===== config.mk =====
export PLATFORM = sky130hd
export DESIGN_NAME = esrm_mem
export DESIGN_NICKNAME = d
export VERILOG_FILES = /design/src/sv/esrm_mem.sv
export SDC_FILE = /design/constraint.sdc
export NUM_CORES = 2
export LEC_CHECK = 0
export BUFFER_PORTS_ARGS = -buffer_cell sky130_fd_sc_hd__buf_2
export CORE_MARGIN = 4
export CORE_UTILIZATION = 45
export DETAILED_ROUTE_END_ITERATION = 16
export SETUP_SLACK_MARGIN = 0.05
export SLEW_MARGIN = 40
export SYNTH_ARGS = -nofsm -noshare
export SYNTH_HDL_FRONTEND = slang
export SYNTH_SLANG_ARGS = --single-unit

===== constraint.sdc =====
create_clock -name clk -period 5.9 [get_ports clk]
set_input_delay 0.59 -clock clk [delete_from_list [all_inputs] [get_ports clk]]
set_output_delay 0.59 -clock clk [all_outputs]
set_load 0.1 [all_outputs]

===== src/sv/esrm_mem.sv =====
// Single-port-write, registered-read table memory.
`timescale 1ns / 1ps

module esrm_mem #(
  parameter int DEPTH = 33,
  parameter int AW    = 6,
  parameter int W     = 64
) (
  input  logic          clk,
  input  logic          we,
  input  logic [AW-1:0] waddr,
  input  logic [W-1:0]  wdata,
  input  logic [AW-1:0] raddr,
  output logic [W-1:0]  rdata
);

  logic [W-1:0] mem [DEPTH];
  logic [W-1:0] rdata_r;

  always_ff @(posedge clk) begin
    if (we) begin
      mem[waddr] <= wdata;
    end
    rdata_r <= mem[raddr];
  end

  assign rdata = rdata_r;

endmodule


## After elaboration in Yosys (flattened, before gate mapping)

Memories as Yosys holds them, arrays and structs flattened. A register that Yosys moved wholly into a read port is not among the register bits.
Cells that the tools add are included.

| cells by class | value |
|---|---|
| muxes and demuxes | 2 |

Operators by type and width:

| kind | count |
|---|---|
| $mux W1 | 2 |

| word-level totals | value |
|---|---|
| output and inout port bits | 64 |
| input port bits | 78 |
| logic and storage cells | 3 |
| register bits | 0 |
| memories kept | 1 |
| bits in writable memories | 2112 |

Memory list:

| name | depth | bits a word | read ports | clocked after Yosys merged registers in | write ports | RTL line | RTL |
|---|---|---|---|---|---|---|---|
| mem | 33 | 64 | 1 | 1 | 1 | 17 | `logic [W-1:0] mem [DEPTH];` |

## Logic depth before layout (Yosys ltp)

| depth | value |
|---|---|
| depth in word-level cells | 2 |
| gate-level depth with buffers | 9 |
| gate-level depth less buffers | 5 |

## Least setup slack after synthesis

Ideal clock, no wire load.

| timing | value |
|---|---|
| path kind | input-to-reg |
| start point | input port waddr[2] |
| end point | memory mem[25][0] (enable) |
| path buffers | 0 |
| stages | 2 |
| data required time | 5413 ps |
| data arrival time | 3802 ps |
| library setup time | 487 ps |
| slack | 1611 ps |
| cell sequence | or3b_2 -> nor2_1 |

RTL lines:

| item | RTL line | RTL |
|---|---|---|
| start, declared | 11 | `input logic [AW-1:0] waddr,` |
| end, declared | 17 |  |

Straight into the memory's write port.

==> reports/summary.txt <==
outcome: complete, no violations
Tot GR Track Use: 21.5%
Leak: 0.0298 uW
commonest non-fill, non-tap cell in the layout: edfxtp_1
clk sinks: 2176
die area: 189000 um2
Root Driver: clkbuf_16
Vias: 39600
Die Ht: 435 um
syn_area_per_cell: 21.3 um2
net count after synthesis: 3926
hold_buf cts: 0
Routed WL: 204000 um
Seq/Total Area, Yosys: 78.9%
Logic pwr share: 5.3%
Max-Cap Viols: 0
Clk pin slew, worst setup/hold paths: 0.06 ns
hold slack: 0.251 ns
port bufs: 141
Design Area, Final: 93300 um2
Final TNS setup: 0 ns
Post-synth EDFFs: 2112
Placed Instances: 6263
ys flop type: edfxtp_1
initial antenna violation count: 12
crit end category: register
Post-CTS Setup Inserts: 0
grt ovf: 0
sw power: 6980 uW
# resized after CTS: 0
crit path DAT: 3.16 ns
Req. time, crit path: 6.56 ns
FFs w/ async S/R, synth: 0%
RSZ-0062 raised after global routing: false
upper clock frequency limit: 401 MHz
Final #Nets: 4187
Worst Setup Path Type: input port to register
Starting Density: 45.3%
most frequent cells in the layout: edfxtp_1, mux4_2, nand2_1, clkbuf_16, mux2i_1
worst slew pin tran: 0.899 ns
Ports: 142
P&R area growth vs syn: 13.7%
CP Launch Type: input port
Hold Fails Final Rpt: 0
Max FO, Critical Path: 39
period utilization: 42.3%
vias in the first global route: 40800
htree depth: 4
WL/cell: 30.6 um
Die Wd: 435 um
Fin Clk Skew: 0.0588 ns
Power Dens Cells: 345 nW/um2
drt pass-1 iters: 7
Via density: 5.94
Final setup viols: 0
Pins Over Slew Limit: 0
reg2reg setup slack: 3.99 ns
post-route DRC violation count: 0
dpl cell area: 86300 um2
share of post-route cells with drive strength above 1: 24.9%
first-pass GRT wire length: 296000 um
dpl hpwl: 107000 um
Reg power frac: 53.3%
sw frac: 21.7%
register bit total from synthesis: 2176
Finished Layout Cells: 6675
Power Internal: 25200 uW
Core Area: 181000 um2
Tmin final: 2.50 ns
pin count of the biggest net entering global routing: 117
number of cell rows: 156
TritonCTS clock tree: built
clock power share: 41.4%
Ys Warns: 0
Worst VDD drop: 0.000261 V
worst-skew pair later-pin latency: 0.85 ns
worst hold path class: input port to register
DRT iter0 DRCs: 4027
clock buffer depth: 3
GP Congestion: 0.727
Syn Inst Count: 3848
remaining antenna violation count: 0
Filler cells: 14100
relative slew slack: 40.1%
unique cell type count in the Yosys netlist: 37
total CTS buffers: 212
Netlist Area Pre-Place: 82000 um2
[path summary, 6_finish.rpt]
kind | startpoint | end | depth (start not counted)
max | raddr[3] | rdata[63] | 7
min | wdata[12] | mem[0][12] | 1
max reg2reg | mem[12][63] | rdata[63] | 4
min reg2reg | mem[32][50] | rdata[50] | 2
[worst max-delay path, cell delays in order]
cell	delay, ns
clkbuf_8	0.37
inv_1	0.31
nand2_2	0.57
buf_4	0.55
a21oi_1	0.08
a221oi_1	0.37
o21ai_1	0.23
[Yosys cell counts, drive strengths merged, types with 39 or more instances]
cell,instances,share of area [%]
mux4,419,12
nor2,115,0.53
o221ai,87,0.93
dfxtp,64,1.6
clkbuf,116,0.53
buf,100,0.84
edfxtp,2112,77
a221oi,39,0.42
nand2,235,1.1
o21ai,71,0.43
mux2i,207,2.5
a21oi,76,0.46
mux2,43,0.59
[layout make-up]
cell class	count	area, um2	share of cell area, %
flip-flops and latches	2176	64700	69.4
multi-input cells	1454	16500	17.7
clock buffers	307	5940	6.37
well taps	2370	2970	3.18
repair buffers	263	2180	2.34
clock inverters	93	925	0.991
diodes	10	25.0	0.0268
inverters	2	12.5	0.0134
[layer usage]
layer	up-vias	wire [um]	global-route usage, %
met5	-	19	0
met4	2	4810	5.74
met3	280	11400	3.07
met2	1292	103000	36.1
met1	21500	85300	29.8
li1	16600	-	-
[logic make-up after synthesis]
logic type	count (synthesis)	share of synthesized area, %
AOI/OAI and AO/OA	339	2.81
buffers and inverters	218	1.38
DFF	2176	78.9
muxes	669	14.6
and+or+nand+nor	446	2.32
[power by group through the flow]
stage	Combinational, uW	Clock [uW]	Sequential [uW]
2_1_floorplan	804	0	17800
3_3_place_gp	1700	0	17500
3_5_place_dp	1730	0	17500
4_1_cts	1730	13500	17200
5_1_grt	1820	14200	17200
6_report	1710	13300	17100
[sequential cells by signal (all words and copies together), names as in the netlist]
register and cells:
mem 2112, rdata 64
[through the flow]
| step | util (%) | power, uW | setup WS, ns |
|---|---|---|---|
| 5_1_grt | 51.5 | 33200 | 3.36 |
| 3_5_place_dp | 47.7 | 19200 | 2.50 |
| 3_3_place_gp | 47.5 | 19200 | 2.37 |
| 6_report | 51.5 | 32200 | 3.40 |
| 4_1_cts | 51.5 | 32400 | 3.41 |
| 2_1_floorplan | - | 18600 | 1.61 |
Note: power is estimated with default switching activity, not from simulation.
