## config.mk

```make
export PLATFORM = sky130hd
export DESIGN_NAME = esrm_alu
export DESIGN_NICKNAME = d
export VERILOG_FILES = /design/src/sv/esrm_pkg.sv /design/src/sv/esrm_alu.sv
export SDC_FILE = /design/constraint.sdc
export NUM_CORES = 1
export LEC_CHECK = 0
export BUFFER_PORTS_ARGS = -buffer_cell sky130_fd_sc_hd__buf_2
export CAP_MARGIN = 5
export CORE_MARGIN = 2
export CORE_UTILIZATION = 57
export DETAILED_ROUTE_END_ITERATION = 6
export PLACE_DENSITY_LB_ADDON = 0.2
export SYNTH_ARGS = -nofsm -noshare
export SYNTH_HDL_FRONTEND = slang
export SYNTH_SLANG_ARGS = --single-unit
```

## constraint.sdc

```tcl
create_clock -name vclk -period 8.6
set_clock_uncertainty 0.15 [all_clocks]
set_input_delay 0 -clock vclk [all_inputs]
set_output_delay 0 -clock vclk [all_outputs]
set_load 0.02 [all_outputs]
```

## src/sv/esrm_pkg.sv

```systemverilog
// Shared types and constants for the error symbol range mapper.
`timescale 1ns / 1ps

package esrm_pkg;

  typedef enum logic [4:0] {
    ST_IDLE,
    ST_LOAD_SYM,
    ST_LOAD_BKT,
    ST_ENC_START,
    ST_AZ_MUL,
    ST_AZ_SUB,
    ST_AZ_CAP,
    ST_AZ_EMIT,
    ST_SYM_CMP,
    ST_SYM_EMIT,
    ST_BLEN,
    ST_DIV,
    ST_BKT_RD,
    ST_BKT_CHK,
    ST_BKT_LB,
    ST_RAW,
    ST_WAIT
  } state_t;

  typedef enum logic {
    ALU_ADD,
    ALU_SUB
  } alu_op_t;

  typedef struct packed {
    alu_op_t     op;
    logic [31:0] a;
    logic [31:0] b;
  } alu_req_t;

  typedef struct packed {
    logic        borrow;
    logic [31:0] value;
  } alu_rsp_t;

  typedef struct packed {
    logic [31:0] base;
    logic [31:0] count;
  } tbl_entry_t;

  localparam int TBL_ENTRY_W = 64;

  localparam logic [1:0] MODE_LOAD_SYM = 2'd0;
  localparam logic [1:0] MODE_LOAD_BKT = 2'd1;
  localparam logic [1:0] MODE_ENCODE   = 2'd2;

  localparam logic [2:0] CFG_AFTER_ZERO      = 3'd0;
  localparam logic [2:0] CFG_ZERO_AFTER_ZERO = 3'd1;
  localparam logic [2:0] CFG_TRACKED         = 3'd2;
  localparam logic [2:0] CFG_BUCKET_WIDTH    = 3'd3;
  localparam logic [2:0] CFG_LAST_BUCKET     = 3'd4;

  localparam logic [10:0] TRACKED_RESET      = 11'd1024;
  localparam logic [5:0]  BUCKET_WIDTH_RESET = 6'd2;
  localparam logic [5:0]  LAST_BUCKET_RESET  = 6'd0;

  // floor(x/500) = ((x>>2) * AZ_RECIP) >> AZ_SHIFT, exact for 32-bit x
  localparam logic [30:0] AZ_RECIP = 31'd1099511628;
  localparam int          AZ_SHIFT = 37;
  localparam int          PROD_W   = 61;

  localparam logic [5:0] FULL_RAW_WIDTH = 6'd32;
  localparam logic [2:0] LEN_LAST_STEP  = 3'd4;
  localparam logic [4:0] LEN_FIRST_SHIFT = 5'd16;

endpackage

```

## src/sv/esrm_alu.sv

```systemverilog
// Shared 32-bit add/subtract unit with borrow out.
`timescale 1ns / 1ps

module esrm_alu (
  input  esrm_pkg::alu_req_t req,
  output esrm_pkg::alu_rsp_t rsp
);
  import esrm_pkg::*;

  logic [32:0] res;

  always_comb begin
    case (req.op)
      ALU_ADD: res = {1'b0, req.a} + {1'b0, req.b};
      ALU_SUB: res = {1'b0, req.a} - {1'b0, req.b};
      default: res = '0;
    endcase
  end

  assign rsp.borrow = res[32];
  assign rsp.value  = res[31:0];

endmodule

```

# ---- Yosys cells after proc, flatten, opt, wreduce, memory -nomap -nowiden
# Index checks and enable logic that the tools add are counted.
dict set report op_classes {
  addsub 2
  bitwise 1
  mux 1
}
# cell count
set ops {}
lappend ops {{$pmux 33 s2} 1}
lappend ops {{$add 32x32->33} 1}
lappend ops {{$sub 32x32->33} 1}
lappend ops {{$not 1->1} 1}
dict set report word_totals {
  reg_bits 0
  word_cells 4
  out_inout_bits 33
}

# ---- Longest topological paths before layout
# Gate-level depths: netlist of the first run.
dict set report logic_depth {
  ltp_word 2
  ltp_mapped 16
  mapped_depth_nobuf 15
}

# ---- Worst setup path before layout of the first run
# OpenSTA, ideal clock, no wires.
dict set report synth_path {
  path_kind {input-to-output}
  from {input port req[4] in the netlist's numbering}
  to {output port rsp[28] in the netlist's numbering}
  slack_ns 5.532
  n_path_buf 1
  t_arrival_ns 2.918
  path_stages 15
  path_cell_list {nor3_1 and3_1 and2_1 nand2_1 nor2_1 nor2_1 xnor2_1 ha_1 buf_6 nand2_2 or3_4 a221o_2 a21oi_2 a21boi_1 xnor2_1}
}
# item line
set synth_rtl {}
lappend synth_rtl {{start, declared} esrm_alu.sv:5} ;# input esrm_pkg::alu_req_t req,
lappend synth_rtl {{end, declared} esrm_alu.sv:6} ;# output esrm_pkg::alu_rsp_t rsp

==> results of run 1 <==
[cell families (layout without fill, tap and decap cells)]
logic type	after synthesis	count (layout)	share of synthesized area
AO/OA/AOI/OAI	122	122	0.3241
XOR/XNOR	59	59	0.2001
multiplexers	1	1	0.003876
adder cells (fa/ha/maj)	34	34	0.1676
buffers and inverters	25	112	0.04941
AND/OR/NAND/NOR	132	132	0.2548
[per-stage QoR]
step | hold WS, ps | total power [mW] | utilization | setup WS (ps)
floorplan | 41.30 | 0.2895 | - | 5532
global placement | 243.9 | 0.3862 | 0.7034 | 5014
detailed placement | 262.9 | 0.3913 | 0.7034 | 4936
CTS | 261.9 | 0.3929 | 0.7034 | 4907
global route | 295.9 | 0.4285 | 0.7034 | 4516
finish | 257.2 | 0.3949 | 0.7034 | 4819
[final cells by class]
cell class / count / area (µm²)
Multi-Input combinational cell: 348 / 2455
Fill cell: 391 / 1291
Timing Repair Buffer: 98 / 490.5
Tap cell: 52 / 65.06
Inverter: 14 / 52.55
[worst max-delay path: cells and delay by family]
kind	cells	cell delay, ps
xor gates and xnor gates	1	160
buffers and inverters	2	270
AOI/OAI and AO/OA	3	980
adders and majority gates	1	420
and+or+nand+nor	10	1800
[Yosys cell counts, types with 2 or more instances]
cell type / count / area (µm²)
a31oi_1: 8 / 50.05
nand2_1: 26 / 97.59
a21oi_1: 43 / 215.2
nor3_1: 12 / 60.06
clkbuf_1: 2 / 7.510
a211oi_2: 3 / 37.54
or2_2: 2 / 12.51
nor2_1: 42 / 157.7
nand4_1: 9 / 56.30
xnor2_1: 46 / 402.9
o21ai_0: 14 / 70.07
buf_6: 3 / 33.78
and3_1: 5 / 31.28
a31oi_2: 2 / 25.02
nor3b_1: 3 / 22.52
nand2b_1: 5 / 31.28
nor2b_1: 8 / 50.05
nand3_1: 4 / 20.02
ha_1: 33 / 412.9
inv_1: 14 / 52.55
a211oi_1: 5 / 37.54
a21boi_0: 2 / 15.01
o21ai_1: 4 / 20.02
and2_1: 2 / 12.51
xor2_1: 13 / 113.9
o21a_1: 8 / 60.06
o22ai_1: 2 / 12.51
a21o_1: 14 / 105.1
nor4_1: 6 / 37.54
o21bai_1: 2 / 15.01
buf_2: 3 / 15.01
buf_4: 2 / 15.01
[how the worst max path moves through the flow]
stage | start | end | slack [ps] | cells past startpoint
after global placement | req[4] | rsp[31] | 5010 | 17
after CTS | req[4] | rsp[31] | 4910 | 17
after floorplan | req[4] | rsp[28] | 5530 | 15
after detailed placement | req[4] | rsp[31] | 4940 | 17
after global routing | req[4] | rsp[31] | 4520 | 17
final | req[4] | rsp[31] | 4820 | 17
[report_power, final]
part | internal [mW] | switching, mW
logic | 0.155 | 0.240
clock network | 0 | 0
registers | 0 | 0
[per-layer routing]
layer / wire (µm) / vias to the layer above
li1: - / 1544
met1: 3241 / 1397
met2: 3466 / 113
met3: 467 / 14
met4: 119 / 0
met5: 0 / -
==> impl_metrics.tcl, run 1 <==
set metrics [dict create \
    area_delta_synth_final_pct 18.60 \
    synth.distinct_cells 58 \
    drc_errors 0 \
    die-area_mm2 0.005085 \
    ir_drop_mv 0.08315 \
    use_met1 0.3704 \
    via_per_inst 5.992 \
    layout_commonest_cell "buf_2" \
    hold_path.class "primary input to primary output" \
    worstPathRequired_ps 8450 \
    postRouteAntennaNets 0 \
    wirelength_um 7296 \
    grt_first_pass_wirelength_um 11940 \
    crit_chain "buf_2 > nor3_1 > and3_1 > and2_1 > nand2_1 > nor4_1 > nor2_1 > xnor2_1 > ha_1 > nand2_1 > o21ai_1 > nor2_1 > or2_2 > a211oi_1 > o2111a_1 > nor2_1 > buf_2" \
    coreArea_mm2 0.004354 \
    slew_viol_final 0 \
    hold_buffers 0 \
    maxCapViolCount 0 \
    design_area_mm2 0.003063 \
    postCtsSetupBuffers 0 \
    diodes 0 \
    use_met3 0.01969 \
    netlist_area_mm2 0.002582 \
    seqCellArea_um2 0 \
    instances_no_fill 512 \
    yosysWarnings 0 \
    die_y_um 71.31 \
    drive_above_1_share 0.2543 \
    syn_avg_cell_area_um2 6.924 \
    hold_path_depth 4 \
    place.gp.congestion 0.9158 \
    io_buffers 98 \
    p_per_area_mw_per_mm2 128.9 \
    status "complete, no violations" \
    grt_remaining_overflow 0 \
    pin_count 98 \
    start_util 0.5931 \
    holdPathEnd "rsp[0]" \
    antenna_found_initial 0 \
    syn-num-nets 472 \
    dpl_cell_area_mm2 0.003063 \
    grt_use_met2 0.4907 \
    period_share 0.4396 \
    grt_pass1_vias 2782 \
    cp_common_cell "nor2_1" \
    wl_per_cell_um 14.25 \
    tns_ps 0 \
    hold_viol_final 0 \
    cp-end-kind "primary output" \
    fin_crit_ps 3781 \
    rows 24 \
    dr_total_vias 3068 \
    die_w_um 71.31 \
    firstDrtPassIters 5 \
    grt-busiest-layer "met2" \
    leakage_nw 1.440 \
    drt_iter0_drc 189 \
    fmax_mhz 264.5 \
    worstHoldStart "req[0]" \
    worstMarginPinSlew_ps 588.3 \
    clkbuf_count 0 \
    nNetsFinal 561 \
    track_usage 0.2768 \
    crit_fanout 8 \
    grt_max_degree 33 \
    critPathKind "primary input to primary output" \
    arrival_ps 3630 \
    slew_headroom 0.6055 \
    critPathMaxStageDelay_ps 520 \
    rsz0062_at_grt "no" \
    syn_inst 373 \
    cts_resized 0 \
    synth_seq_area_share 0 \
    report.final.setup_viol 0 \
    seq_cell_count 0 \
    slowest_stage "a211oi_1" \
    dpl.cell_count 512 \
    startpoint_type "primary input" \
    dp_hpwl_um 6284 \
    mostFrequentLayoutCells "buf_2 (98), xnor2_1 (46), a21oi_1 (43)" \
]
(Power assumes the default switching activity.)
==> run 2: changes to the inputs <==
ABC_AREA = 1   (was not set)
CORE_UTILIZATION = 56   (was 57)
clock period = 3.7 ns   (was 8.6 ns; I/O delays follow)
==> run 2 against run 1 <==
Effect of this change: global-route usage up 1.8 points; design area up 33%; routed wire length up 43%; worst setup slack worse by 3900 ps; sequential cell count unchanged; final cell count up 77%; synthesized area up 35%; combinational power up 130%.
==> impl_metrics.tcl, run 2 <==
set metrics [dict create \
    status "complete, no violations" \
    area_delta_synth_final_pct 16.31 \
    yosysWarnings 0 \
    layout_commonest_cell "nand2_1" \
    hold_buffers 0 \
    wl_per_cell_um 11.56 \
    slew_headroom 0.6834 \
    netlist_area_mm2 0.003497 \
    grt_pass1_vias 4160 \
    coreArea_mm2 0.005991 \
    diodes 0 \
    seq_cell_count 0 \
    final.fill_count 630 \
    cp-end-kind "primary output" \
    synth_common_cells "nand2_1 (307), inv_1 (166), nor2_1 (70)" \
    fmax_mhz 365.8 \
    die_w_um 83.03 \
    track_usage 0.2943 \
    die-area_mm2 0.006893 \
    rsz0062_at_grt "no" \
    synth.distinct_cells 28 \
    synth_top_area_frac 0.3295 \
    p_per_area_mw_per_mm2 227.1 \
    cts_resized 0 \
    worstPathRequired_ps 3550 \
    setup.worst_path.start "req[0]" \
    hold_viol_final 0 \
    tns_ps 0 \
    via_per_inst 5.015 \
    pin_count 98 \
    syn_avg_cell_area_um2 4.758 \
    postRouteAntennaNets 0 \
    hold_path.class "primary input to primary output" \
    drt_iter0_drc 230 \
    worstHoldStart "req[0]" \
    leakage_nw 2.776 \
    grt_first_pass_wirelength_um 17560 \
    drc_errors 0 \
    yosys.area.top_type "nand2_1" \
    fin_crit_ps 2733 \
    nNetsFinal 931 \
    rows 28 \
    firstDrtPassIters 5 \
    report.final.setup_viol 0 \
    critPathKind "primary input to primary output" \
    grt_remaining_overflow 0 \
    syn-num-nets 834 \
    synth.most_common_cell "nand2_1" \
    fin_util 0.6790 \
    dr_total_vias 4539 \
    multi_input_area_mm2 0.002853 \
    die_y_um 83.03 \
    dp_hpwl_um 9293 \
    seqCellArea_um2 0 \
    start_util 0.5838 \
    ir_drop_mv 0.2016 \
    io_buffers 98 \
    wirelength_um 10460 \
    grt_max_degree 25 \
    fin_hold_ws_ps 233.4 \
    arrival_ps 2580 \
    syn_inst 735 \
    drive_above_1_share 0.1518 \
    slew_viol_final 0 \
    postCtsSetupBuffers 0 \
    worstMarginPinSlew_ps 470.0 \
    crit_fanout 7 \
    period_share 0.7388 \
    maxCapViolCount 0 \
    antenna_found_initial 0 \
    place.gp.congestion 0.9123 \
    synthTopCellsByArea "nand2_1 (33%), inv_1 (18%), ha_1 (12%)" \
    clkbuf_count 0 \
    mostFrequentLayoutCells "nand2_1 (307), inv_1 (166), buf_2 (98)" \
    startpoint_type "primary input" \
    synth_seq_area_share 0 \
]
-- run 2: kinds of logic (layout without fill, tap and decap cells) --
family / count (synthesis) / in the layout / synth area share
and+or+nand+nor: 452 / 452 / 0.5317
adders and majority gates: 34 / 34 / 0.1238
buffers and inverters: 171 / 266 / 0.1843
AOI/OAI and AO/OA: 40 / 40 / 0.06512
xor gates and xnor gates: 38 / 38 / 0.09517
-- run 2: per-stage QoR --
stage	total power, mW	worst slack (ps)	area (µm²)	instances
3_5_place_dp	0.9103	1000	4068	905
4_1_cts	0.9138	990.7	4068	905
6_report	0.9237	966.6	4068	905
5_1_grt	1.026	679.2	4068	905
3_3_place_gp	0.8937	1059	4068	905
2_1_floorplan	0.6446	1474	3497	735
-- run 2: power breakdown --
group / total [mW] / internal [mW] / switching, mW / leakage (nW)
Clock: 0 / 0 / 0 / 0
Sequential: 0 / 0 / 0 / 0
Combinational: 0.924 / 0.313 / 0.611 / 2.78
Total: 0.924 / 0.313 / 0.611 / 2.78
-- run 2: routing by layer --
layer / part of all wire / vias to the layer above / global-route usage
met3: 0.063 / 31 / 0.01392
li1: - / 2377 / -
met1: 0.46 / 1966 / 0.3930
met5: 0 / - / 0
met4: 0.033 / 0 / 0.09240
met2: 0.45 / 165 / 0.5073
-- run 2: worst max-delay path, cell delays in order --
cell and delay [ps]:
buf_2 100, inv_1 80, ha_1 220, nand3_2 140, nor2_4 220, nand3_2 120, o21ai_2 140, xor2_1 270
ha_1 350, nand2_1 140, inv_1 50, nand2_1 60, nand2_1 60, inv_1 50, nand2_1 60, a21oi_1 190
nand3_1 100, nand2_1 70, buf_2 160
-- run 2: cell type report --
class | count | area share
inverters | 168 | 0.1550
multi-input cells | 564 | 0.7013
well taps | 75 | 0.02307
repair buffers | 98 | 0.1206
-- run 2: path summary, 6_finish.rpt --
check	end	slack, ps	cells past startpoint
hold / removal	rsp[0]	230	4
setup / recovery	rsp[32]	970	19
==> run 3: changes to the inputs <==
clock period = 2.7 ns   (was 3.7 ns; I/O delays follow)
==> run 3 against run 2 <==
Effect of this change: critical path depth unchanged; critical path type unchanged; global-route usage increased by 0.84 points; sequential cell count unchanged; highest routed layer unchanged.
==> impl_metrics.tcl, run 3 (synthesis gave the netlist of run 2 again) <==
set metrics [dict create \
    rows 28 \
    fin_crit_ps 2549 \
    coreArea_mm2 0.005991 \
    slew_headroom 0.6890 \
    mostFrequentLayoutCells "nand2_1 (293), inv_1 (164), buf_2 (95)" \
    dr_total_vias 4650 \
    cp_top_family "simple AND/OR/NAND/NOR gates" \
    start_util 0.5838 \
    wirelength_um 11290 \
    track_usage 0.3028 \
    critPathMaxStageDelay_ps 360 \
    firstDrtPassIters 5 \
    total_power_mw 1.399 \
    crit_buf_inv 4 \
    ir_drop_mv 0.2662 \
    maxCapViolCount 0 \
    critPathKind "primary input to primary output" \
    dpl.cell_count 908 \
    cellInternalPower_uw 493.5 \
    drive_above_1_share 0.2375 \
    switching_share 0.6473 \
    p_comb_frac 1.000 \
    nNetsFinal 939 \
    postRouteAntennaNets 0 \
    report.final.setup_viol 0 \
    leakage_nw 2.820 \
    period_share 0.9441 \
    arrival_ps 2400 \
    seqCellArea_um2 0 \
    hold_viol_final 0 \
    drc_errors 0 \
    grt_max_degree 20 \
    cp-end-kind "primary output" \
    cp_common_cell "nand2_1" \
    area_delta_synth_final_pct 26.91 \
    grt_remaining_overflow 0 \
    fin_hold_ws_ps 269.3 \
    seq_cell_count 0 \
    diodes 0 \
    antenna_found_initial 0 \
    layout_commonest_cell "nand2_1" \
    crit_chain "buf_2 > nor2_2 > nand2_1 > nor2_2 > nand2_2 > nand2_1 > xor2_1 > ha_1 > nand2_1 > inv_1 > nand2_1 > inv_1 > a21oi_2 > nand2_2 > nand2_1 > nand2_1 > nand2_1 > nand2_1 > buf_2" \
    worstPathRequired_ps 2550 \
    p_sw_uw 905.6 \
    die_y_um 83.03 \
    grt_first_pass_wirelength_um 18170 \
    worstMarginPinSlew_ps 461.7 \
    fin_util 0.7408 \
    pin_count 98 \
    dp_hpwl_um 9413 \
    via_per_inst 5.093 \
    io_buffers 98 \
    clockPowerShare 0 \
    clkbuf_count 0 \
    die-area_mm2 0.006893 \
    share_seq_of_total_power 0 \
    slowest_stage "ha_1" \
    p_per_area_mw_per_mm2 315.3 \
    wl_per_cell_um 12.37 \
    fmax_mhz 392.3 \
    slew_viol_final 0 \
    grt_pass1_vias 4351 \
    instances_no_fill 913 \
    drt_iter0_drc 279 \
    die_w_um 83.03 \
    startpoint_type "primary input" \
    crit_fanout 4 \
    hold_path.class "primary input to primary output" \
    place.gp.congestion 0.9308 \
    status "complete, no violations" \
]
## run 3: changes by cell type in the layout (fill, tap and decap cells not counted), sizes merged
cell  previous run  this run
buf             98       106
## run 3: power by group through the flow
stage / registers [mW] / clock network (mW) / logic (mW)
2_1_floorplan: 0 / 0 / 0.883
3_3_place_gp: 0 / 0 / 1.23
3_5_place_dp: 0 / 0 / 1.25
4_1_cts: 0 / 0 / 1.26
5_1_grt: 0 / 0 / 1.53
6_report: 0 / 0 / 1.40
## run 3: final cells by class
type	instances	area (µm²)
repair buffers	106	558.0
fillers	567	1553
well taps	75	93.84
inverters	168	633.1
multi-input cells	564	3153
## run 3: final timing paths
kind,start,end,slack [ps],cells after the start
hold / removal,req[33],rsp[1],270,3
setup / recovery,req[10],rsp[22],150,19
## run 3: through the flow
step | setup TNS (ps) | setup slack, ps | instance area [µm²]
after floorplan | 0 | 474.2 | 3497
after global placement | 0 | 110.8 | 4090
after detailed placement | 0 | 31.57 | 4090
after CTS | 0 | 33.43 | 4090
after global routing | -123.1 | -23.00 | 4438
final | 0 | 151.0 | 4438
## run 3: worst min-delay path: cells and delay by family
family,cells,cell delay (ps)
adder cells (fa/ha/maj),1,150
buffers and inverters,2,270
## run 3: layer usage
layer	up-vias	routed length, µm	track usage
met5	-	0	0
met1	2020	5008	0.4025
li1	2388	-	-
met3	32	687	0.01988
met2	210	5305	0.5367
met4	0	291	0.06110
## run 3: repair_timing
action                     in CTS  in global routing
setup buffers                   0                  5
gates resized for setup         0                 79
setup endpoints to repair       0                 22
hold buffers                    0                  0
